## src/upe_pkg.sv

```systemverilog
// Shared types, constants and byte-class functions for the URL percent encoder.
// Used by upe_expand and url_percent_encoder; depends on nothing else.
package upe_pkg;

  localparam int MaxOut = 7;
  localparam int CntW   = 3;

  localparam logic [7:0] Pct = 8'h25;

  typedef enum logic [1:0] {
    PendNone  = 2'd0,
    PendPct   = 2'd1,
    PendDigit = 2'd2
  } pend_t;

  typedef struct packed {
    logic [MaxOut-1:0][7:0] bytes;
    logic [CntW-1:0]        cnt;
    pend_t                  pend;
    logic [7:0]             held;
  } enc_t;

  function automatic logic [7:0] hex_char(input logic [3:0] nib);
    hex_char = (nib < 4'd10) ? (8'h30 + {4'd0, nib}) : (8'h37 + {4'd0, nib});
  endfunction

  function automatic logic is_hex(input logic [7:0] b);
    is_hex = (b >= 8'h30 && b <= 8'h39) || (b >= 8'h61 && b <= 8'h66) ||
             (b >= 8'h41 && b <= 8'h46);
  endfunction

  function automatic logic is_unsafe(input logic [7:0] b);
    logic r;
    r = (b < 8'h20) || (b >= 8'h7f);
    case (b)
      8'h20, 8'h22, 8'h23, 8'h25, 8'h3c, 8'h3e, 8'h3a, 8'h40,
      8'h5b, 8'h5c, 8'h5d, 8'h5e, 8'h60, 8'h7b, 8'h7c, 8'h7d: r = 1'b1;
      default: r = r;
    endcase
    is_unsafe = r;
  endfunction

  function automatic logic is_reserved(input logic [7:0] b);
    logic r;
    case (b)
      8'h23, 8'h24, 8'h26, 8'h2b, 8'h2c, 8'h2f, 8'h3a,
      8'h3b, 8'h3d, 8'h3f, 8'h40, 8'h5b, 8'h5d: r = 1'b1;
      default: r = 1'b0;
    endcase
    is_reserved = r;
  endfunction

  function automatic logic needs_escape(input logic [7:0] b, input logic mode);
    if (mode) begin
      needs_escape = is_unsafe(b) || is_reserved(b);
    end else begin
      needs_escape = is_unsafe(b) && !is_reserved(b);
    end
  endfunction

endpackage

```

## src/upe_expand.sv

```systemverilog
// Combinational expansion of one raw byte into up to seven encoded bytes,
// given the held-back percent state. Depends on upe_pkg.
module upe_expand (
  input  logic [7:0]    data_i,
  input  logic          last_i,
  input  logic          mode_i,
  input  upe_pkg::pend_t pend_i,
  input  logic [7:0]    held_i,
  output upe_pkg::enc_t enc_o
);

  always_comb begin
    logic [3:0][7:0] p;
    logic [2:0][7:0] f;
    logic [2:0]      plen;
    logic [1:0]      flen;
    logic            use_f;
    upe_pkg::pend_t  f_pend;
    logic [2:0]      j;

    p      = '0;
    f      = '0;
    plen   = 3'd0;
    flen   = 2'd0;
    use_f  = 1'b1;
    f_pend = upe_pkg::PendNone;
    j      = 3'd0;
    enc_o  = '0;
    enc_o.held = held_i;

    // byte handled with nothing held
    if (data_i == upe_pkg::Pct) begin
      if (last_i) begin
        f[0] = upe_pkg::Pct;
        f[1] = upe_pkg::hex_char(upe_pkg::Pct[7:4]);
        f[2] = upe_pkg::hex_char(upe_pkg::Pct[3:0]);
        flen = 2'd3;
      end else begin
        f_pend = upe_pkg::PendPct;
      end
    end else if (upe_pkg::needs_escape(data_i, mode_i)) begin
      f[0] = upe_pkg::Pct;
      f[1] = upe_pkg::hex_char(data_i[7:4]);
      f[2] = upe_pkg::hex_char(data_i[3:0]);
      flen = 2'd3;
    end else begin
      f[0] = data_i;
      flen = 2'd1;
    end

    case (pend_i)
      upe_pkg::PendPct: begin
        if (upe_pkg::is_hex(data_i) && !last_i) begin
          use_f      = 1'b0;
          enc_o.held = data_i;
        end else begin
          p[0] = upe_pkg::Pct;
          p[1] = upe_pkg::hex_char(upe_pkg::Pct[7:4]);
          p[2] = upe_pkg::hex_char(upe_pkg::Pct[3:0]);
          plen = 3'd3;
        end
      end
      upe_pkg::PendDigit: begin
        if (upe_pkg::is_hex(data_i)) begin
          // valid escape: pass it through untouched
          p[0]  = upe_pkg::Pct;
          p[1]  = held_i;
          p[2]  = data_i;
          plen  = 3'd3;
          use_f = 1'b0;
        end else begin
          p[0] = upe_pkg::Pct;
          p[1] = upe_pkg::hex_char(upe_pkg::Pct[7:4]);
          p[2] = upe_pkg::hex_char(upe_pkg::Pct[3:0]);
          p[3] = held_i;
          plen = 3'd4;
        end
      end
      default: begin
        plen = 3'd0;
      end
    endcase

    if (use_f) begin
      enc_o.pend = f_pend;
    end else if (pend_i == upe_pkg::PendPct && !(last_i) && upe_pkg::is_hex(data_i)) begin
      enc_o.pend = upe_pkg::PendDigit;
    end else begin
      enc_o.pend = upe_pkg::PendNone;
    end

    for (int i = 0; i < upe_pkg::MaxOut; i++) begin
      j = 3'(i) - plen;
      if (3'(i) < plen) begin
        enc_o.bytes[i] = p[j[1:0] + 2'(i) - j[1:0]];
      end else if (use_f && j < {1'b0, flen}) begin
        enc_o.bytes[i] = f[j[1:0]];
      end
    end

    enc_o.cnt = plen + (use_f ? {1'b0, flen} : 3'd0);
  end

endmodule

```

## src/url_percent_encoder.sv

```systemverilog
// Top level of the URL percent encoder: input register, expansion buffer and
// output handshake. Depends on upe_pkg and upe_expand.

// Streaming URL percent encoder. Each input word carries one raw byte
// (in_tdata[7:0]) and in_tlast marking the final byte of a string. It leaves as
// zero to seven output words of one byte each, one word per cycle while
// out_tready is high: a plain byte gives one word, an escaped byte three, a "%"
// is held back until the next byte decides whether it starts a valid escape,
// and the word marked last flushes everything held. The output port rate (one
// byte per cycle while out_tready is high) sets the throughput; an input register
// holds each word until the run buffer is free, so a new word can be taken while
// the previous run still drains. cfg_wr_en/cfg_wr_data[0] set the query mode
// (1 also escapes reserved characters); write it only while idle.
module url_percent_encoder (
  input  logic       clk,
  input  logic       rst_n,
  input  logic       cfg_wr_en,
  input  logic       cfg_wr_data,
  input  logic       in_tvalid,
  output logic       in_tready,
  input  logic [7:0] in_tdata,   // [7:0] data_byte
  input  logic       in_tlast,   // last_byte
  output logic       out_tvalid,
  input  logic       out_tready,
  output logic [7:0] out_tdata,  // [7:0] out_byte
  output logic       out_tlast,  // end_of_run
  output logic       out_tuser   // [0] end_of_string
);

  logic                                mode_r;
  logic                                in_v_r;
  logic [7:0]                          in_data_r;
  logic                                in_last_r;
  upe_pkg::pend_t                      pend_r;
  logic [7:0]                          held_r;
  logic                                run_v_r;
  logic [upe_pkg::MaxOut-1:0][7:0]     run_bytes_r;
  logic [upe_pkg::CntW-1:0]            rem_r;
  logic                                run_last_r;

  upe_pkg::enc_t enc;
  logic          take;
  logic          run_done;
  logic          run_free;
  logic          load;

  upe_expand u_expand (
    .data_i (in_data_r),
    .last_i (in_last_r),
    .mode_i (mode_r),
    .pend_i (pend_r),
    .held_i (held_r),
    .enc_o  (enc)
  );

  assign take     = run_v_r && out_tready;
  assign run_done = take && (rem_r == upe_pkg::CntW'(1));
  assign run_free = !run_v_r || run_done;
  assign load     = in_v_r && run_free;
  assign in_tready = !in_v_r || load;

  assign out_tvalid = run_v_r;
  assign out_tdata  = run_bytes_r[0];
  assign out_tlast  = (rem_r == upe_pkg::CntW'(1));
  assign out_tuser  = run_last_r && (rem_r == upe_pkg::CntW'(1));

  always_ff @(posedge clk) begin
    if (!rst_n) begin
      mode_r  <= 1'b0;
      in_v_r  <= 1'b0;
      pend_r  <= upe_pkg::PendNone;
      held_r  <= 8'd0;
      run_v_r <= 1'b0;
      rem_r   <= '0;
    end else begin
      if (cfg_wr_en) begin
        mode_r <= cfg_wr_data;
      end
      if (in_tvalid && in_tready) begin
        in_v_r <= 1'b1;
      end else if (load) begin
        in_v_r <= 1'b0;
      end
      if (load) begin
        pend_r  <= enc.pend;
        held_r  <= enc.held;
        run_v_r <= (enc.cnt != '0);
        rem_r   <= enc.cnt;
      end else if (take) begin
        run_v_r <= !run_done;
        rem_r   <= rem_r - upe_pkg::CntW'(1);
      end
    end
  end

  // payload: capture on accept, shift down as bytes leave
  always_ff @(posedge clk) begin
    if (in_tvalid && in_tready) begin
      in_data_r <= in_tdata;
      in_last_r <= in_tlast;
    end
    if (load) begin
      run_bytes_r <= enc.bytes;
      run_last_r  <= in_last_r;
    end else if (take) begin
      run_bytes_r <= {8'd0, run_bytes_r[upe_pkg::MaxOut-1:1]};
    end
  end

  a_valid_has_bytes: assert property (@(posedge clk) disable iff (!rst_n)
    out_tvalid |-> (rem_r != '0))
    else $error("output valid with empty run");

  a_rem_bound: assert property (@(posedge clk) disable iff (!rst_n)
    rem_r <= upe_pkg::CntW'(upe_pkg::MaxOut))
    else $error("run length exceeds maximum");

  a_pend_code: assert property (@(posedge clk) disable iff (!rst_n)
    pend_r != upe_pkg::pend_t'(2'd3))
    else $error("unused pending code reached");

  a_hold_input: assert property (@(posedge clk) disable iff (!rst_n)
    (in_v_r && !load) |=> (in_v_r && $stable(in_data_r)))
    else $error("input word lost while blocked");

  a_done_empties: assert property (@(posedge clk) disable iff (!rst_n)
    (run_done && !load) |=> !run_v_r)
    else $error("run not released after last byte");

endmodule

```

## config.mk

```make
export PLATFORM = sky130hd
export DESIGN_NAME = url_percent_encoder
export DESIGN_NICKNAME = d
export VERILOG_FILES = /design/src/upe_pkg.sv /design/src/upe_expand.sv /design/src/url_percent_encoder.sv
export SDC_FILE = /design/constraint.sdc
export NUM_CORES = 1
export LEC_CHECK = 0
export ABC_AREA = 1
export BUFFER_PORTS_ARGS = -buffer_cell sky130_fd_sc_hd__buf_2
export CORE_MARGIN = 2
export CORE_UTILIZATION = 50
export CTS_BUF_LIST = sky130_fd_sc_hd__clkbuf_4 sky130_fd_sc_hd__clkbuf_8
export CTS_CLUSTER_SIZE = 24
export DETAILED_ROUTE_END_ITERATION = 7
export GPL_TIMING_DRIVEN = 0
export PLACE_DENSITY = 0.69
export SLEW_MARGIN = 20
export SYNTH_ARGS = -nofsm -noshare
export SYNTH_HDL_FRONTEND = slang
export SYNTH_SLANG_ARGS = --single-unit
```

## constraint.sdc

```tcl
create_clock -name clk -period 15.15 [get_ports clk]
set_clock_uncertainty 0.15 [all_clocks]
set_input_delay 0.7575 -clock clk [delete_from_list [all_inputs] [get_ports clk]]
set_output_delay 0.7575 -clock clk [all_outputs]
set_load 0.01 [all_outputs]
```

* Yosys cells after proc, flatten, opt, wreduce, memory -nomap -nowiden
Index checks and enable logic that the tools add are counted.
W data, S select, Z words.
** Operators by class
- Add/sub/neg operators :: 25
- Equal/unequal tests :: 27
- Mux-type cells :: 87
- Reduce and logical (&&, ||, !) cells :: 36
- Magnitude comparators :: 38
** Operators with widths (count)
- $mux W8 :: 33
- $bmux W8 S2 :: 14
- $eq A8 B6 Y1 const B :: 15
- $mux W56 :: 2
- $eq A8 B7 Y1 const B :: 9
- $mux W24 :: 2
- $pmux W24 S2 :: 1
- $mux W22 :: 2
- $lt A2 B3 Y1 const B :: 14
- $add A6 B4 Y7 const A :: 4
- $ge A8 B7 Y1 const B :: 3
- $lt A3 B2 Y1 :: 7
- $logic_and A1 B1 Y1 :: 19
- $mux W1 :: 19
- $le A8 B7 Y1 const B :: 2
- $mux W16 :: 1
- $mux W2 :: 8
- $reduce_or A16 Y1 :: 1
- $sub A2 B2 Y2 :: 7
- $reduce_or A13 Y1 :: 1
- $lt A3 B3 Y1 const A :: 3
- $mux W3 :: 3
- $sub A3 B3 Y3 const A :: 3
- $ge A8 B6 Y1 const B :: 1
- other kinds (21) :: 39
** Storage, ports and cells
- Logic and storage cells :: 229
- Register bits :: 82
- Output and inout bits :: 12

* Longest topological paths before layout
Gate-level depths: netlist of the first run.
- Depth in word-level cells :: 16
- Mapped depth :: 21
- Depth with buffers taken out :: 20

* Cells and area by module
From an unflattened synthesis of the first run, not the netlist that was laid out.
** Second synthesis, totals
- Cell total of the unflattened synthesis :: 772
- Area, all modules :: 5635.4 um^2
** Modules (own cells, without submodules)
- url_percent_encoder :: cells an instance 339, instances 1, area an instance 3448.3 um^2
- upe_expand :: cells an instance 433, instances 1, area an instance 2187.1 um^2

* Worst setup path before layout of the first run
Ideal clock, no wire load.
- Path kind :: register -> register
- Start point :: register run_v_r, in the netlist out_tvalid
- End point :: register rem_r[1] (netlist name)
- Slack :: 9.577 ns
- Period minus slack after synthesis :: 5.573 ns
- Arrival time :: 5.303 ns
- Library setup time :: 0.120 ns
- Buffers on the path :: 0
- Stages on the path, launching flop included :: 5
- Cell sequence :: dfxtp_1 o21ai_0 inv_1 o211ai_1 inv_1
** Between the ends
- Cells in the longest elaborated chain, start to end :: 5
** Ends and longest elaborated chain
- from (decl) :: RTL line url_percent_encoder.sv:36 : logic run_v_r;
- from (signal assigned) :: RTL line url_percent_encoder.sv:87 : run_v_r <= (enc.cnt != '0);
- from (signal assigned) :: RTL line url_percent_encoder.sv:90 : run_v_r <= !run_done;
- $logic_and A1 B1 Y1 :: RTL line url_percent_encoder.sv:56 : assign take = run_v_r && out_tready;
- $logic_and A1 B1 Y1 :: RTL line url_percent_encoder.sv:57 : assign run_done = take && (rem_r == upe_pkg::CntW'(1));
- $logic_or A1 B1 Y1 :: RTL line url_percent_encoder.sv:58 : assign run_free = !run_v_r || run_done;
- $logic_and A1 B1 Y1 :: RTL line url_percent_encoder.sv:59 : assign load = in_v_r && run_free;
- $mux W3 / $reduce_bool A2 Y1 (equally long branches)
- to (signal assigned) :: RTL line url_percent_encoder.sv:88 : rem_r <= enc.cnt;
- to (signal assigned) :: RTL line url_percent_encoder.sv:91 : rem_r <= rem_r - upe_pkg::CntW'(1);
- to (decl) :: RTL line url_percent_encoder.sv:38 : logic [upe_pkg::CntW-1:0] rem_r;
Parallel ways exist; a longest one is shown, timed or not.
A chain may end at the register's enable or synchronous reset.

* Worst setup path after layout of the first run
- Start point :: register in_data_r[1]
- End point :: register run_bytes_r[21] (netlist name) (data pin)
** Between the ends
- Cells in the longest elaborated chain, start to end :: 16
** Ends and longest elaborated chain
- from (decl) :: RTL line url_percent_encoder.sv:32 : logic [7:0] in_data_r;
- from (signal assigned) :: RTL line url_percent_encoder.sv:99 : in_data_r <= in_tdata;
- parallel branches: the longest is 14 deep, another holds $ge A8 B6 Y1
- $mux W8 (*) :: RTL line upe_expand.sv:94 : if (3'(i) < plen) begin
- $mux W56 (*) :: RTL line url_percent_encoder.sv:102 : if (load) begin
- to (signal assigned) :: RTL line url_percent_encoder.sv:103 : run_bytes_r <= enc.bytes;
- to (signal assigned) :: RTL line url_percent_encoder.sv:106 : run_bytes_r <= {8'd0, run_bytes_r[upe_pkg::MaxOut-1:1]};
- to (decl) :: RTL line url_percent_encoder.sv:37 : logic [upe_pkg::MaxOut-1:0][7:0] run_bytes_r;
Mark *: on every way between the ends. The select of a mux whose other input is x is not followed.

==> results of run 1 <==
[path summary, 6_finish.rpt]
path / end / slack (ns)
setup reg to reg: run_bytes_r[21] / 11.29
setup / recovery: run_bytes_r[21] / 11.29
hold / removal: held_r[4] / 0.33
hold reg to reg: held_r[4] / 0.33
[report_power, final]
part           internal (mW)  switching [mW]  leakage (nW)
logic                 0.0343          0.0652          1.79
registers              0.264         0.00692         0.763
clock network         0.0797          0.0945         0.108
[cell families (layout without fill, tap and decap cells)]
family,count (synthesis),count (layout),synth area share [%]
other,1,1,0.0705
and+or+nand+nor,372,372,31.3
AOI/OAI and AO/OA,96,96,10.5
adders and majority gates,19,19,4.61
xor gates and xnor gates,4,4,0.659
DFF,82,82,43.3
buffers and inverters,113,158,9.48
[final cells by class]
class / count / area (sq um) / share of cell area [%]
Timing Repair Buffer: 29 / 200 / 3.39
Multi-Input combinational cell: 492 / 2520 / 42.7
Buffer: 32 / 200 / 3.39
Clock inverter: 7 / 83.8 / 1.42
Inverter: 81 / 304 / 5.15
Tap cell: 136 / 170 / 2.88
Sequential cell: 82 / 2300 / 39.0
Clock buffer: 9 / 124 / 2.10
[worst max-delay path, delay by kind of cell (launching register included)]
family / cells / cell delay [ns]
simple gates: 9 / 1.34
fa+ha+maj: 2 / 0.56
flops: 1 / 0.43
buf+inv: 5 / 0.93
compound gates: 2 / 0.24
[registers in the layout, indices dropped and copies added, names as in the netlist, 2 cells and up]
signal	flops
in_data_r	8
held_r	8
out_tdata	8
run_bytes_r	48
rem_r	3
pend_r	2
[per-stage QoR]
stage / power, mW / cells / area, sq um / setup slack, ns
after floorplan: 0.343 / 687 / 5320 / 9.58
after global placement: 0.372 / 849 / 5620 / 7.53
after detailed placement: 0.374 / 852 / 5700 / 11.38
after CTS: 0.546 / 868 / 5910 / 11.35
after global routing: 0.568 / 868 / 5910 / 10.99
final: 0.545 / 868 / 5910 / 11.29
[metal layers]
layer | routed length [um] | track usage [%]
met5 | 0 | 0
met3 | 1110 | 3.47
met2 | 6590 | 41.9
met1 | 6180 | 35.9
met4 | 540 | 14.7
[cells in the final DEF (no fill, tap or decap), types with 12 or more instances in the layout]
cell type	instances
a21oi_1	40
buf_2	30
buf_4	14
dfxtp_1	16
edfxtp_1	66
ha_1	18
inv_1	74
nand2_1	155
nand3_1	73
nand4_1	18
nor2_1	97
o21ai_0	24
o21ai_1	12
==> results.cfg, run 1 <==
[yosys]
synth.net_count = 721
yosys_warnings = 0
ys_seq_area_share_pct = 43.3
synth_common_cells = 155 x nand2_1, 97 x nor2_1, 74 x inv_1
synth_edf_count = 66
synth.cell_area_sq_um = 5320
synth.most_common_cell = nand2_1
synth_cells = 687
synth-seq-cells = 82
synth.top_cell.area_share_pct = 37.3
synth_area_leaders = edfxtp_1 37%, nand2_1 11%, nand3_1 6.9%
synthArstFlopShare_pct = 0
synth_area_leader_cell = edfxtp_1
synthDistinctLibCells = 41
syn_avg_cell_area_sq_um = 7.74
ys.flop_type = edfxtp_1

[clocking]
htreeDepth = 3
tritoncts = yes
clock_latency_ns = 0.38
numCtsBuffers = 9
cts.path.max_buffers = 2
cts.clk_slew.worst_paths_ns = 0.10
postCtsSetupBuffers = 0
clock_sinks = 82
cts_hold_buffers = 0
cts_resized = 0
cts_root_buffer = clkbuf_8

[power]
pwr_density_cell_nw_per_um2 = 92.2
peakVddDrop_uv = 47.6
p_leak_nw = 2.66

[worst_setup_path]
crit_chain = clkbuf_1 -> inv_1 -> ha_1 -> inv_1 -> nor2_1 -> nor2_1 -> o21ai_1 -> nand2_2 -> nand3_4 -> nand2_2 -> nand2_4 -> nand2_1 -> ha_1 -> or2_2 -> inv_1 -> buf_2 -> nand3_1 -> o211ai_1
critPathSlowestCell = edfxtp_1
slowest_delay_ns = 0.43
required_ns = 15.18
reg2reg_from = in_data_r[1]
start_kind = flop
crit_path_frequent_cell = inv_1
worstSetupEndpointType = flop
crit_arrival_ns = 3.89
path_max_fanout = 10
critPathKind = flop to flop
worstSetupStartpoint = in_data_r[1]
reg2reg_depth = 18

[grt]
grt_max_degree = 26
grt_remaining_overflow = 0
grt_pass1_wl_um = 23100
antenna_found_initial = 0
grt_util_all_layers_pct = 26.7
grt_pass1_vias = 4492

[cells_and_area]
drive_above_1_share_pct = 13.9
area_delta_synth_final_pct = 11.1
nFillCells = 946
nNetsFinal = 761
final_util_pct = 57.2
antenna_cells = 0

[sta]
period_needed_ns = 3.86
setup_tns_ns = 0
rsz0062_at_grt = no
max_freq_mhz = 259
whs_ns = 0.331
slew_headroom_pct = 56.7
fin_crit_sh_pct = 25.5
drv_slew = 0
setup_viol = 0
timing.final.hold_violations = 0
worst_pin_slew_ns = 0.649

[floorplanning]
core_area_sq_um = 10300
row_count = 37
dieWidth_um = 107
start_util_pct = 51.5
ios = 27
die_y_um = 107
die_area_sq_um = 11500

[flow_run]
maxCapViolCount = 0

[placement]
gp_congestion = 0.966
hpwl_um = 11200
io_buffers = 26

[route]
drcViolationCount = 0
via_per_inst = 5.49
ant_nets = 0
vias = 4769
wl_um = 14400
drtPass1Iterations = 5
post_drt_wl_per_cell_um = 16.6
drt_iter0_drc = 458

[outcome]
run_status = completed

[hold_path]
hp-class = flop to flop
holdPathStages = 2
worstHoldStart = held_r[4]
No activity file was read; power rests on OpenSTA's default activity.
==> run 2, diff against run 1 <==
==> constraint.sdc (replaced) <==
create_clock -name clk -period 3.74 [get_ports clk]
set_clock_uncertainty 0.15 [all_clocks]
set_input_delay 0.187 -clock clk [delete_from_list [all_inputs] [get_ports clk]]
set_output_delay 0.187 -clock clk [all_outputs]
set_load 0.01 [all_outputs]
==> results.cfg, run 2 (synthesis gave the netlist of run 1 again) <==
[route]
met2WireLength_um = 6990
via_per_inst = 5.44
ant_nets = 0
wl_met3_um = 871
wl_um = 14800
post_drt_wl_per_cell_um = 16.8
vias = 4810
drt_iter0_drc = 351
drtPass1Iterations = 5
top_layer_used = met4
wl_met1_um = 6470
drcViolationCount = 0

[clocking]
htreeDepth = 3
cts.path.max_buffers = 2
clock_sinks = 82
cts_root_buffer = clkbuf_8
clock_latency_ns = 0.38
numCtsBuffers = 9
tritoncts = yes
cts.clk_slew.worst_paths_ns = 0.09

[cells_and_area]
multi_input_area_sq_um = 2530
nNetsFinal = 777
largest-register = run_bytes_r
drive_above_1_share_pct = 14.6
ff_latch_area_sq_um = 2300
layout_common_cells = 155 x nand2_1, 97 x nor2_1, 73 x inv_1
nFillCells = 979
final_cells = 884
largest_reg_flops = 48
antenna_cells = 0
area_delta_synth_final_pct = 14.1
final_common_cell = nand2_1
finalInstanceArea_sq_um = 6060

[floorplanning]
ios = 27
die_y_um = 107
die_area_sq_um = 11500
row_count = 37
dieWidth_um = 107
core_area_sq_um = 10300
start_util_pct = 51.5

[worst_setup_path]
crit_path_frequent_cell = inv_1
crit_chain = clkbuf_2 -> inv_1 -> ha_2 -> inv_1 -> nor2_1 -> nor2_1 -> o21ai_1 -> nand2_2 -> nand3_4 -> nand2_2 -> nand2_4 -> nand2_1 -> ha_1 -> or2_2 -> inv_1 -> clkbuf_4 -> nand3_1 -> o211ai_1
crit_arrival_ns = 3.72
crit_buf_inv = 5
start_kind = flop
critPathKind = flop to flop
critPathTopFamily = simple AND/OR/NAND/NOR gates
path_max_fanout = 10
worstSetupEndpointType = flop
slowest_delay_ns = 0.44
reg2reg_slack_ns = 0.06
required_ns = 3.78
critPathSlowestCell = edfxtp_1

[sta]
worst_pin_slew_ns = 0.687
fin_crit_sh_pct = 98.5
period_needed_ns = 3.68
max_freq_mhz = 272
setup_viol = 0
timing.final.hold_violations = 0
drv_slew = 0
rsz0062_at_grt = yes
slew_headroom_pct = 54.0

[power]
p_leak_nw = 2.73
peakVddDrop_uv = 192
pwr_density_cell_nw_per_um2 = 366

[placement]
hpwl_um = 11300
place_area_sq_um = 5680
dpl.cell_count = 851
io_buffers = 26
gp_congestion = 0.947

[grt]
grt_max_degree = 27
grt_remaining_overflow = 0
grt_util_all_layers_pct = 27.2
grt_pass1_wl_um = 23500
antenna_found_initial = 0
grt_pass1_vias = 4574

[flow_run]
maxCapViolCount = 0

[hold_path]
hp-class = input port to flop

[outcome]
run_status = completed
==> run 2: cell count changes in the layout (fill, tap and decap cells not counted), sizes merged <==
cell         change
dlygate4sd3     +13
buf              +2
clkbuf           +2
clkinv           -1
==> run 2: tightest hold or removal path, stage by stage <==
cell	delay [ns]
buf_2	0.09
nand3_1	0.13
nand2_1	0.10
a31oi_1	0.08
==> run 2: through the flow <==
| step | util [%] | setup TNS [ns] | worst slack [ns] | hold WS (ns) | total power, mW |
|---|---|---|---|---|---|
| 4_1_cts | 58.4 | 0 | 0.0112 | 0.124 | 2.22 |
| 2_1_floorplan | - | 0 | 0.646 | 0.136 | 1.38 |
| 5_1_grt | 58.7 | -0.401 | -0.0645 | 0.191 | 2.31 |
| 3_5_place_dp | 55.0 | -0.00637 | -0.00637 | 0.215 | 1.51 |
| 6_report | 58.7 | 0 | 0.0572 | 0.103 | 2.22 |
| 3_3_place_gp | 54.4 | 0 | 0.0393 | 0.214 | 1.49 |
==> run 2: where the power goes <==
part	internal (mW)	switching, mW	leakage (nW)
registers	1.07	0.0273	0.763
clock network	0.336	0.372	0.108
logic	0.148	0.269	1.85
==> run 2: repair_timing <==
item,in CTS,in global routing
hold endpoints to repair,12,0
buffers inserted,0,4
gates cloned,0,0
setup endpoints to repair,2,35
resized for setup,2,4
hold buffers,13,0
pin swaps,0,2
==> run 2: path summary, 6_finish.rpt <==
kind,cells after the start,end,from
worst max-delay path,18,run_bytes_r[21],in_data_r[1]
worst min-delay path,4,out_tvalid,out_tready
worst max register to register,18,run_bytes_r[21],in_data_r[1]
worst min register to register,2,held_r[7],held_r[7]
==> run 2: area by class of cell <==
type	instances	share of cell area, %
Tap cell	136	2.81
Clock buffer	10	2.27
Clock inverter	6	1.18
Buffer	32	3.36
Timing Repair Buffer	45	5.70
Inverter	81	5.01
Sequential cell	82	38.0
Multi-Input combinational cell	492	41.7
==> run 2: metal layers <==
metal	vias up	track usage [%]
met1	2220	35.4
met2	162	44.8
met3	39	4.13
met4	0	11.7
li1	2389	-
met5	-	0
==> run 3, diff against run 2 <==
--- a/config.mk
+++ b/config.mk
@@ -7,13 +7,14 @@
 export LEC_CHECK = 0
 export ABC_AREA = 1
 export BUFFER_PORTS_ARGS = -buffer_cell sky130_fd_sc_hd__buf_2
+export CAP_MARGIN = 15
 export CORE_MARGIN = 2
 export CORE_UTILIZATION = 50
 export CTS_BUF_LIST = sky130_fd_sc_hd__clkbuf_4 sky130_fd_sc_hd__clkbuf_8
 export CTS_CLUSTER_SIZE = 24
 export DETAILED_ROUTE_END_ITERATION = 7
 export GPL_TIMING_DRIVEN = 0
-export PLACE_DENSITY = 0.69
+export PLACE_DENSITY_LB_ADDON = 0.25
 export SLEW_MARGIN = 20
 export SYNTH_ARGS = -nofsm -noshare
 export SYNTH_HDL_FRONTEND = slang
==> constraint.sdc (replaced) <==
create_clock -name clk -period 3.6 [get_ports clk]
set_clock_uncertainty 0.15 [all_clocks]
set_input_delay 0.18 -clock clk [delete_from_list [all_inputs] [get_ports clk]]
set_output_delay 0.18 -clock clk [all_outputs]
set_load 0.01 [all_outputs]
==> results.cfg, run 3 (synthesis gave the netlist of run 1 again) <==
[power]
p_total_mw = 2.29
pwr_density_cell_nw_per_um2 = 375
p_leak_nw = 2.74
peakVddDrop_uv = 193

[placement]
pre_cts_slack_ns = -0.119
hpwl_um = 11100
place_area_sq_um = 5670
io_buffers = 26
gp_congestion = 0.979

[clocking]
tritoncts = yes
htreeDepth = 3
cts.clk_slew.worst_paths_ns = 0.09
numCtsBuffers = 9
clock_latency_ns = 0.37
cts_root_buffer = clkbuf_8
cts.path.max_buffers = 2
clock_sinks = 82

[worst_setup_path]
critPathTopFamily = simple AND/OR/NAND/NOR gates
start_kind = flop
crit_arrival_ns = 3.47
crit_chain = clkbuf_4 -> inv_2 -> ha_4 -> inv_1 -> nor2_1 -> nor2_1 -> o21ai_1 -> nand2_2 -> nand3_4 -> nand2_4 -> nand2_4 -> nand2_1 -> ha_1 -> or2_2 -> inv_1 -> buf_4 -> nand3_1 -> o211ai_1
critPathKind = flop to flop
path_max_fanout = 10
worstSetupEndpointType = flop
required_ns = 3.64
critPathSlowestCell = edfxtp_1
crit_buf_inv = 5
slowest_delay_ns = 0.44

[sta]
period_needed_ns = 3.43
fin_ws_ns = 0.168
timing.final.hold_violations = 0
max_freq_mhz = 291
whs_ns = 0.108
drv_slew = 0
setup_viol = 0
worst_pin_slew_ns = 0.654
fin_crit_sh_pct = 95.3
slew_headroom_pct = 56.4

[route]
vias = 4879
drcViolationCount = 0
drt_iter0_drc = 369
post_drt_wl_per_cell_um = 16.4
wl_um = 14600
ant_nets = 0
via_per_inst = 5.50
drtPass1Iterations = 6

[cells_and_area]
layout_common_cells = 154 x nand2_1, 95 x nor2_1, 72 x nand3_1
area_delta_synth_final_pct = 15.0
drive_above_1_share_pct = 15.8
nFillCells = 929
nNetsFinal = 780
largest-register = run_bytes_r
final_util_pct = 59.2
largest_reg_flops = 48
final_common_cell = nand2_1
antenna_cells = 0
finalInstanceArea_sq_um = 6110

[floorplanning]
die_y_um = 107
ios = 27
core_area_sq_um = 10300
dieWidth_um = 107
die_area_sq_um = 11500
start_util_pct = 51.5
row_count = 37

[grt]
grt_max_degree = 29
grt_pass1_vias = 4602
antenna_found_initial = 0
grt_remaining_overflow = 0
grt_pass1_wl_um = 23400
grt_util_all_layers_pct = 26.9

[outcome]
run_status = completed

[flow_run]
maxCapViolCount = 0

[hold_path]
hp-class = input port to flop
-- run 3: final timing paths --
kind | depth (start not counted) | slack (ns) | from | endpoint
max | 18 | 0.17 | in_data_r[1] | run_bytes_r[20]
min | 4 | 0.11 | out_tready | out_tvalid
max reg2reg | 18 | 0.17 | in_data_r[1] | run_bytes_r[20]
min reg2reg | 2 | 0.34 | held_r[5] | held_r[5]
-- run 3: stage by stage --
step / setup TNS, ns / instances
final: 0 / 887
after global routing: -0.00726 / 887
after CTS: 0 / 880
after detailed placement: -0.840 / 851
after global placement: -1.31 / 849
after floorplan: 0 / 687
-- run 3: report_power, final --
| part | total, mW | switching, mW | internal [mW] |
|---|---|---|---|
| registers | 1.14 | 0.0272 | 1.11 |
| clock network | 0.718 | 0.382 | 0.336 |
| logic | 0.434 | 0.280 | 0.154 |
-- run 3: area by class of cell --
type	instances	area [sq um]	area share, %
multi-input cells	492	2570	42.1
flip-flops and latches	82	2300	37.7
repair buffers	48	353	5.77
inverters	81	304	4.97
plain buffers	32	206	3.38
well taps	136	170	2.78
clock buffers	10	131	2.15
clock inverters	6	72.6	1.19
-- run 3: layer usage --
layer | vias up | share of wire [%] | track usage, %
li1 | 2402 | - | -
met1 | 2255 | 44 | 35.3
met2 | 181 | 46 | 43.7
met3 | 41 | 6.5 | 5.11
met4 | 0 | 3.0 | 10.8
met5 | - | 0 | 0
-- run 3: tightest hold or removal path, stage by stage --
cell and delay [ns]:
buf_2 0.09, nand3_1 0.13, nand2_1 0.10, a31oi_1 0.09
-- run 3: timing repair --
| item | in CTS | in global routing |
|---|---|---|
| setup buffers | 0 | 7 |
| hold buffers | 13 | 0 |
| endpoints found under the setup margin | 21 | 42 |
| endpoints found under the hold margin | 12 | 0 |
| resized for setup | 4 | 14 |
| pin swaps | 0 | 2 |
